### src/cptu_pkg.sv
// Package holding the shared types, the pattern table and the grey-level helper.
`timescale 1ns / 1ps

package cptu_pkg;

   // Tile geometry.
   localparam int TILE_ROWS   = 4;
   localparam int TILE_COLS   = 4;
   localparam int TILE_PIXELS = TILE_ROWS * TILE_COLS;
   localparam int ROW_WIDTH   = $clog2(TILE_ROWS);
   localparam int COL_WIDTH   = $clog2(TILE_COLS);
   localparam int POS_WIDTH   = $clog2(TILE_PIXELS);
   localparam int GREY_WIDTH  = 8;

   localparam logic [ROW_WIDTH-1:0] LAST_ROW = ROW_WIDTH'(TILE_ROWS - 1);

   // Grey levels that the pattern table uses.
   localparam logic [GREY_WIDTH-1:0] GREY_DARK = 8'h00;
   localparam logic [GREY_WIDTH-1:0] GREY_HALF = 8'h80;
   localparam logic [GREY_WIDTH-1:0] GREY_FULL = 8'hFF;

   // Reset value of the explored colour register.
   localparam logic [GREY_WIDTH-1:0] EXPLORED_COLOR_RESET = 8'd64;

   // Compact pixel code held in the table and in the first stage.
   typedef logic [1:0] pix_code_type;

   localparam pix_code_type PC_0 = 2'd0;
   localparam pix_code_type PC_H = 2'd1;
   localparam pix_code_type PC_F = 2'd2;

   // Tile of pixel codes with its explored flags, bit row*4+column.
   typedef struct packed {
      pix_code_type [TILE_PIXELS-1:0] codes;
      logic [TILE_PIXELS-1:0]         mask;
   } coded_tile_type;

   // Tile of final grey levels, row-major.
   typedef logic [TILE_PIXELS-1:0][GREY_WIDTH-1:0] grey_tile_type;

   // Corner pattern table, indexed by {top_left, top_right, bottom_left, bottom_right}.
   localparam pix_code_type TILE_TABLE [16][TILE_PIXELS] = '{
      '{PC_0, PC_0, PC_0, PC_0,  PC_0, PC_0, PC_0, PC_0,
        PC_0, PC_0, PC_0, PC_0,  PC_0, PC_0, PC_0, PC_0},
      '{PC_0, PC_0, PC_0, PC_0,  PC_0, PC_0, PC_0, PC_0,
        PC_0, PC_0, PC_0, PC_H,  PC_0, PC_0, PC_H, PC_F},
      '{PC_0, PC_0, PC_0, PC_0,  PC_0, PC_0, PC_0, PC_0,
        PC_H, PC_0, PC_0, PC_0,  PC_F, PC_H, PC_0, PC_0},
      '{PC_0, PC_0, PC_0, PC_0,  PC_0, PC_0, PC_0, PC_0,
        PC_F, PC_F, PC_F, PC_F,  PC_F, PC_F, PC_F, PC_F},
      '{PC_0, PC_0, PC_H, PC_F,  PC_0, PC_0, PC_0, PC_H,
        PC_0, PC_0, PC_0, PC_0,  PC_0, PC_0, PC_0, PC_0},
      '{PC_0, PC_0, PC_F, PC_F,  PC_0, PC_0, PC_F, PC_F,
        PC_0, PC_0, PC_F, PC_F,  PC_0, PC_0, PC_F, PC_F},
      '{PC_0, PC_0, PC_H, PC_F,  PC_0, PC_0, PC_0, PC_H,
        PC_H, PC_0, PC_0, PC_0,  PC_F, PC_H, PC_0, PC_0},
      '{PC_0, PC_H, PC_F, PC_F,  PC_H, PC_F, PC_F, PC_F,
        PC_F, PC_F, PC_F, PC_F,  PC_F, PC_F, PC_F, PC_F},
      '{PC_F, PC_H, PC_0, PC_0,  PC_H, PC_0, PC_0, PC_0,
        PC_0, PC_0, PC_0, PC_0,  PC_0, PC_0, PC_0, PC_0},
      '{PC_F, PC_H, PC_0, PC_0,  PC_H, PC_0, PC_0, PC_0,
        PC_0, PC_0, PC_0, PC_H,  PC_0, PC_0, PC_H, PC_F},
      '{PC_F, PC_F, PC_0, PC_0,  PC_F, PC_F, PC_0, PC_0,
        PC_F, PC_F, PC_0, PC_0,  PC_F, PC_F, PC_0, PC_0},
      '{PC_F, PC_F, PC_H, PC_0,  PC_F, PC_F, PC_F, PC_H,
        PC_F, PC_F, PC_F, PC_F,  PC_F, PC_F, PC_F, PC_F},
      '{PC_F, PC_F, PC_F, PC_F,  PC_F, PC_F, PC_F, PC_F,
        PC_0, PC_0, PC_0, PC_0,  PC_0, PC_0, PC_0, PC_0},
      '{PC_F, PC_F, PC_F, PC_F,  PC_F, PC_F, PC_F, PC_F,
        PC_H, PC_F, PC_F, PC_F,  PC_0, PC_H, PC_F, PC_F},
      '{PC_F, PC_F, PC_F, PC_F,  PC_F, PC_F, PC_F, PC_F,
        PC_F, PC_F, PC_F, PC_H,  PC_F, PC_F, PC_H, PC_0},
      '{PC_F, PC_F, PC_F, PC_F,  PC_F, PC_F, PC_F, PC_F,
        PC_F, PC_F, PC_F, PC_F,  PC_F, PC_F, PC_F, PC_F}
   };

   // Turns a pixel code into its grey level; the unused code reads as dark.
   function automatic logic [GREY_WIDTH-1:0] code_to_grey(input pix_code_type code);
      logic [GREY_WIDTH-1:0] grey;
      case (code)
         PC_H:    grey = GREY_HALF;
         PC_F:    grey = GREY_FULL;
         default: grey = GREY_DARK;
      endcase
      return grey;
   endfunction

endpackage

### src/cptu_lookup.sv
// First pipeline stage: looks up the corner pattern tile for one window.
`timescale 1ns / 1ps

module cptu_lookup
   import cptu_pkg::*;
(
   input  logic           clock,
   input  logic           reset,
   input  logic           in_valid,
   output logic           in_stall,
   input  logic           top_left,
   input  logic           top_right,
   input  logic           bottom_left,
   input  logic           bottom_right,
   input  logic [15:0]    explored_mask,
   output logic           out_valid,
   input  logic           out_stall,
   output coded_tile_type out_tile
);

   logic           valid_ff;
   logic           valid_in;
   coded_tile_type tile_ff;
   coded_tile_type tile_in;
   logic [3:0]     pattern;

   // The stage holds its contents while the next stage cannot take them.
   assign in_stall = valid_ff & out_stall;

   // Table lookup on the four corner flags.
   always_comb begin
      pattern = {top_left, top_right, bottom_left, bottom_right};
      for (int pos = 0; pos < TILE_PIXELS; pos++) begin
         tile_in.codes[pos] = TILE_TABLE[pattern][pos];
      end
      tile_in.mask = explored_mask;
   end

   assign valid_in = in_stall ? valid_ff : in_valid;

   // Valid bit of the stage.
   always_ff @(posedge clock) begin
      if (reset) begin
         valid_ff <= 1'b0;
      end else begin
         valid_ff <= valid_in;
      end
   end

   // Payload loads only when a transaction enters.
   always_ff @(posedge clock) begin
      if (in_valid && !in_stall) begin
         tile_ff <= tile_in;
      end
   end

   assign out_valid = valid_ff;
   assign out_tile  = tile_ff;

endmodule

### src/cptu_shade.sv
// Second pipeline stage: expands pixel codes to grey and fills explored dark pixels.
`timescale 1ns / 1ps

module cptu_shade
   import cptu_pkg::*;
(
   input  logic                  clock,
   input  logic                  reset,
   input  logic [GREY_WIDTH-1:0] explored_color,
   input  logic                  in_valid,
   output logic                  in_stall,
   input  coded_tile_type        in_tile,
   output logic                  out_valid,
   input  logic                  out_stall,
   output grey_tile_type         out_tile
);

   logic          valid_ff;
   logic          valid_in;
   grey_tile_type tile_ff;
   grey_tile_type tile_in;

   assign in_stall = valid_ff & out_stall;

   // A dark pixel whose explored flag is set takes the explored colour.
   always_comb begin
      for (int pos = 0; pos < TILE_PIXELS; pos++) begin
         if (in_tile.codes[pos] == PC_0 && in_tile.mask[pos]) begin
            tile_in[pos] = explored_color;
         end else begin
            tile_in[pos] = code_to_grey(in_tile.codes[pos]);
         end
      end
   end

   assign valid_in = in_stall ? valid_ff : in_valid;

   // Valid bit of the stage.
   always_ff @(posedge clock) begin
      if (reset) begin
         valid_ff <= 1'b0;
      end else begin
         valid_ff <= valid_in;
      end
   end

   // Payload loads only when a transaction enters.
   always_ff @(posedge clock) begin
      if (in_valid && !in_stall) begin
         tile_ff <= tile_in;
      end
   end

   assign out_valid = valid_ff;
   assign out_tile  = tile_ff;

endmodule

### src/cptu_serialiser.sv
// Final stage: holds one grey tile and sends it out one row per transaction.
`timescale 1ns / 1ps

module cptu_serialiser
   import cptu_pkg::*;
(
   input  logic                  clock,
   input  logic                  reset,
   input  logic                  in_valid,
   output logic                  in_stall,
   input  grey_tile_type         in_tile,
   output logic                  rsp_valid,
   input  logic                  rsp_stall,
   output logic [ROW_WIDTH-1:0]  rsp_row_index,
   output logic [GREY_WIDTH-1:0] rsp_pixel_0,
   output logic [GREY_WIDTH-1:0] rsp_pixel_1,
   output logic [GREY_WIDTH-1:0] rsp_pixel_2,
   output logic [GREY_WIDTH-1:0] rsp_pixel_3,
   output logic                  rsp_last_row
);

   logic                 valid_ff;
   logic                 valid_in;
   logic [ROW_WIDTH-1:0] row_ff;
   logic [ROW_WIDTH-1:0] row_in;
   grey_tile_type        tile_ff;
   logic                 row_taken;
   logic                 tile_done;
   logic                 load;

   // A row leaves on every transaction; the tile is done after its last row.
   assign row_taken = valid_ff & ~rsp_stall;
   assign tile_done = row_taken & (row_ff == LAST_ROW);
   assign in_stall  = valid_ff & ~tile_done;
   assign load      = in_valid & ~in_stall;

   // Row counter and valid bit.
   always_comb begin
      valid_in = valid_ff;
      row_in   = row_ff;
      if (load) begin
         valid_in = 1'b1;
         row_in   = '0;
      end else if (tile_done) begin
         valid_in = 1'b0;
      end else if (row_taken) begin
         row_in = row_ff + 1'b1;
      end
   end

   always_ff @(posedge clock) begin
      if (reset) begin
         valid_ff <= 1'b0;
         row_ff   <= '0;
      end else begin
         valid_ff <= valid_in;
         row_ff   <= row_in;
      end
   end

   // Tile buffer loads when the previous tile has gone.
   always_ff @(posedge clock) begin
      if (load) begin
         tile_ff <= in_tile;
      end
   end

   // Row selection from the held tile.
   assign rsp_valid     = valid_ff;
   assign rsp_row_index = row_ff;
   assign rsp_pixel_0   = tile_ff[{row_ff, COL_WIDTH'(0)}];
   assign rsp_pixel_1   = tile_ff[{row_ff, COL_WIDTH'(1)}];
   assign rsp_pixel_2   = tile_ff[{row_ff, COL_WIDTH'(2)}];
   assign rsp_pixel_3   = tile_ff[{row_ff, COL_WIDTH'(3)}];
   assign rsp_last_row  = (row_ff == LAST_ROW);

endmodule

### src/corner_pattern_tile_upscaler.sv
// Top level of the corner pattern tile upscaler.
`timescale 1ns / 1ps

// Usage
// Each request transaction carries the four revealed flags of a 2x2 window
// and the sixteen explored flags of the matching 4x4 output tile. The block
// answers with four response transactions, rows 0 to 3 in order, each with
// four grey pixels; the fourth is marked with rsp_last_row.
// The user writes the explored colour register through csr_write_enable and
// csr_write_data while the block is idle; the block does not enforce it. It resets to 64.
// Pipeline: a request passes in turn through three register stages,
// pattern lookup, shading and the row serialiser, before its first row
// appears at the response port.
// Throughput: the serialiser sends one row per cycle while rsp_stall is low.
// Requests are taken in back-to-back cycles while the two earlier stages
// have room, so up to three tiles are in hand.
// Reset (synchronous, active high) empties every stage and drops any tile
// in flight. When the receiver stalls, the current row holds steady and the
// stall works back stage by stage to req_stall; nothing is lost or repeated.

module corner_pattern_tile_upscaler
   import cptu_pkg::*;
(
   input  logic        clock,
   input  logic        reset,
   input  logic        csr_write_enable,
   input  logic [7:0]  csr_write_data,
   input  logic        req_valid,
   output logic        req_stall,
   input  logic        req_top_left,
   input  logic        req_top_right,
   input  logic        req_bottom_left,
   input  logic        req_bottom_right,
   input  logic [15:0] req_explored_mask,
   output logic        rsp_valid,
   input  logic        rsp_stall,
   output logic [1:0]  rsp_row_index,
   output logic [7:0]  rsp_pixel_0,
   output logic [7:0]  rsp_pixel_1,
   output logic [7:0]  rsp_pixel_2,
   output logic [7:0]  rsp_pixel_3,
   output logic        rsp_last_row
);

   logic [GREY_WIDTH-1:0] explored_color_ff;
   logic [GREY_WIDTH-1:0] explored_color_in;
   logic                  coded_valid;
   logic                  coded_stall;
   coded_tile_type        coded_tile;
   logic                  grey_valid;
   logic                  grey_stall;
   grey_tile_type         grey_tile;

   // Explored colour register.
   assign explored_color_in = csr_write_enable ? csr_write_data : explored_color_ff;

   always_ff @(posedge clock) begin
      if (reset) begin
         explored_color_ff <= EXPLORED_COLOR_RESET;
      end else begin
         explored_color_ff <= explored_color_in;
      end
   end

   // Pattern lookup stage.
   cptu_lookup u_lookup (
      .clock         (clock),
      .reset         (reset),
      .in_valid      (req_valid),
      .in_stall      (req_stall),
      .top_left      (req_top_left),
      .top_right     (req_top_right),
      .bottom_left   (req_bottom_left),
      .bottom_right  (req_bottom_right),
      .explored_mask (req_explored_mask),
      .out_valid     (coded_valid),
      .out_stall     (coded_stall),
      .out_tile      (coded_tile)
   );

   // Shading stage.
   cptu_shade u_shade (
      .clock          (clock),
      .reset          (reset),
      .explored_color (explored_color_ff),
      .in_valid       (coded_valid),
      .in_stall       (coded_stall),
      .in_tile        (coded_tile),
      .out_valid      (grey_valid),
      .out_stall      (grey_stall),
      .out_tile       (grey_tile)
   );

   // Row serialiser and response register.
   cptu_serialiser u_serialiser (
      .clock         (clock),
      .reset         (reset),
      .in_valid      (grey_valid),
      .in_stall      (grey_stall),
      .in_tile       (grey_tile),
      .rsp_valid     (rsp_valid),
      .rsp_stall     (rsp_stall),
      .rsp_row_index (rsp_row_index),
      .rsp_pixel_0   (rsp_pixel_0),
      .rsp_pixel_1   (rsp_pixel_1),
      .rsp_pixel_2   (rsp_pixel_2),
      .rsp_pixel_3   (rsp_pixel_3),
      .rsp_last_row  (rsp_last_row)
   );

endmodule
### config.mk
export PLATFORM = sky130hd
export DESIGN_NAME = corner_pattern_tile_upscaler
export DESIGN_NICKNAME = d
export VERILOG_FILES = /design/src/cptu_pkg.sv /design/src/cptu_lookup.sv /design/src/cptu_shade.sv /design/src/cptu_serialiser.sv /design/src/corner_pattern_tile_upscaler.sv
export SDC_FILE = /design/constraint.sdc
export NUM_CORES = 1
export LEC_CHECK = 0
export BUFFER_PORTS_ARGS = -buffer_cell sky130_fd_sc_hd__buf_2
export CORE_UTILIZATION = 35
export DETAILED_ROUTE_END_ITERATION = 16
export SYNTH_ARGS = -nofsm -noshare
export SYNTH_HDL_FRONTEND = slang
export SYNTH_HIERARCHICAL = 1
export SYNTH_SLANG_ARGS = --single-unit
### constraint.sdc
create_clock -name clock -period 14.6 [get_ports clock]
set_input_delay 1.46 -clock clock [delete_from_list [all_inputs] [get_ports clock]]
set_output_delay 1.46 -clock clock [all_outputs]
set_load 0.03 [all_outputs]
==> flow_summary.json <==
{
  "grt_pass1_wl_microns": 37200,
  "arrival_ns": 3.08,
  "syn_avg_cell_area_sq_um": 18.8,
  "min_period_over_period_pct": 31.1,
  "grt_overflow": 0,
  "p_sw_share_pct": 21.9,
  "outcome": "finished, final reports clean",
  "slowest_stage": "dfxtp_2",
  "pre_cts_ws_ns": 10.25,
  "ys_warn_count": 6,
  "grt_max_degree": 80,
  "cts_resized": 0,
  "synth_cells": 693,
  "setup_viol": 0,
  "clk_pin_slew_ns": 0.06,
  "rsz0062_at_grt": "no",
  "layout_common_cells": "edfxtp_1, a31o_2, buf_2",
  "syn_area_sq_um": 13000,
  "dp_hpwl_microns": 14900,
  "drc_errors": 0,
  "hold_violations": 0,
  "crit_type": "reg -> out",
  "final_area_sq_um": 14200,
  "grt_antenna_before_repair": 1,
  "clockBufferDepth": 3,
  "dr.pass1.iters": 7,
  "post-cts-setup-buffers": 0,
  "die_x_microns": 195,
  "regArea_sq_um": 8910,
  "via_per_inst": 4.94,
  "fp-row-count": 70,
  "clockPowerShare_pct": 39.4,
  "antennaDiodeCount": 0,
  "fin_setup_tns_ns": 0,
  "ios": 70,
  "place_area_sq_um": 13300,
  "final_nets": 794,
  "first_iter_violations": 531,
  "areaGrowthSynthToFinish_pct": 9.09,
  "vias": 6006,
  "cp-start-kind": "register",
  "n_fill_cell": 3326,
  "final_util_pct": 38.8,
  "first_global_vias": 6151,
  "layout-drive-gt1-share_pct": 42.2,
  "wl_per_cell_microns": 20.0,
  "seqPwrFrac_pct": 53.7,
  "maxCapViolations": 0,
  "clock_sinks": 301,
  "holdBufCountCts": 0,
  "multi_input_area_sq_um": 3240,
  "timing.hold.ws_ns": 0.412,
  "power_density_nw_per_um2": 134,
  "p_switching_mw": 0.417,
  "max_stage_delay_ns": 0.97,
  "cts_buffers": 30,
  "maxSlewHeadroom_pct": 29.2,
  "worst_pin_slew_ns": 1.06,
  "finalMaxSlewViolations": 0,
  "final_common_cell": "edfxtp_1",
  "synth_seq_cells": 301,
  "p_int_mw": 1.49,
  "clk_latency_ns": 0.55,
  "antenna_left": 0,
  "cts_tree": "yes",
  "ir_worst_vdd_v": 0.0000720,
  "holdCritPathClass": "reg -> reg",
  "place_congestion": 0.744,
  "ys_seq_area_share_pct": 68.4,
  "cp_max_fo": 35,
  "grt.total_usage_pct": 12.8,
  "fmax_ghz": 0.220,
  "drt-total-wl_microns": 24400,
  "p_leak_nw": 5.13,
  "combPwrFrac_pct": 6.8,
  "cts_root_buf": "clkbuf_16",
  "htreeDepth": 1,
  "die_h_microns": 195,
  "min_period_ns": 4.54,
  "fin_skew_ns": 0.0170,
  "start_util_pct": 35.6,
  "floorplan.core_area_sq_um": 36600,
  "die_area_sq_um": 38000,
  "synth_cell_types": 35,
  "cp-end-kind": "primary output",
  "required_ns": 13.14,
  "path_cells": "ha_1 > inv_1 > o21ai_0 > inv_1 > and2_1 > and2_1 > buf_2",
  "place.port_buffers": 69,
  "setup_ws_ns": 10.06
}
## cell usage after synthesis (all sizes together)
library cell    n  share of area [%]
a211o           1              0.067
a211oi          2               0.12
a21boi         16                2.3
a21o            2               0.12
a21oi           3               0.12
a31o          112                7.5
and2            3               0.14
and4b           2               0.15
buf            74                5.9
clkbuf          3               0.12
conb            1              0.029
dfxtp          13                2.0
edfxtp        288                 66
ha             33                3.2
inv            37                1.1
mux2           16                1.8
mux2i          10               0.77
mux4           32                5.6
nand2          18                1.4
nand2b          2              0.096
nand3           4               0.15
nor2           10               0.29
nor2b           3               0.16
nor3b           1              0.096
o21a            2               0.12
o21ai           3               0.12
or2             1              0.048
xnor2           1              0.067
## worst max-delay path: cells and delay by family, from the launching register on
family,cells,cell delay [ns]
flops,1,0.97
simple gates,2,0.43
compound gates,1,0.43
buf+inv,3,0.35
fa+ha+maj,1,0.35
## sequential cells by signal (all words and copies together) (netlist names)
signal                      flops
u_serialiser/rsp_row_index      2
u_lookup/out_tile              32
u_serialiser/tile_ff          128
u_serialiser/rsp_valid          1
u_shade/out_valid               1
u_lookup/out_valid              1
explored_color_ff               8
u_shade/out_tile              128
## metal layers
metal  global-route usage (%)  vias up  share of wire, %
li1                         -     2767                 -
met1                     17.3     3040                44
met2                     20.7      154                48
met3                     2.38       43               5.6
met4                     4.49        2               2.6
met5                        0        -             0.053
## logic make-up (layout without fill, tap and decap cells)
kind of cell             count (synthesis)  after routing  synth area share, %
flip-flops                             301            301                 68.4
AO/OA/AOI/OAI                          141            141                 10.5
buffers and inverters                  114            162                 7.05
multiplexers                            58             58                 8.23
AND/OR/NAND/NOR                         44             44                 2.58
adder cells (fa/ha/maj)                 33             33                 3.17
other                                    1              8               0.0288
XOR/XNOR                                 1              1               0.0672
## area by class of cell
class / instances / share of cell area [%]
Clock inverter: 19 / 1.22
Timing Repair Buffer: 73 / 2.64
Tap cell: 468 / 4.12
Clock buffer: 33 / 5.51
Multi-Input combinational cell: 285 / 22.8
Sequential cell: 301 / 62.7
Inverter: 37 / 0.977
## final timing paths
path / start / end / slack [ns] / cells past startpoint
setup reg to reg: u_serialiser/rsp_row_index[1]$_SDFFE_PP0P_ / u_shade/out_tile[11]$_DFFE_PP_ / 10.46 / 8
setup / recovery: u_serialiser/rsp_row_index[1]$_SDFFE_PP0P_ / req_stall / 10.06 / 7
hold / removal: u_shade/out_tile[12]$_DFFE_PP_ / u_serialiser/tile_ff[12]$_DFFE_PP_ / 0.41 / 0
hold reg to reg: u_shade/out_tile[12]$_DFFE_PP_ / u_serialiser/tile_ff[12]$_DFFE_PP_ / 0.41 / 0
## through the flow
step / total power, mW / std cells
floorplan: 1.15 / 700
global placement: 1.17 / 1164
detailed placement: 1.17 / 1164
CTS: 1.93 / 1216
global route: 1.97 / 1216
finish: 1.90 / 1216
## power by group through the flow
stage,sequential [mW],combinational [mW],clock [mW]
2_1_floorplan,1.02,0.127,0
5_1_grt,1.03,0.141,0.802
6_report,1.02,0.130,0.751
3_5_place_dp,1.04,0.130,0
4_1_cts,1.02,0.131,0.771
3_3_place_gp,1.04,0.128,0
Power figures use the tool's default switching activity.
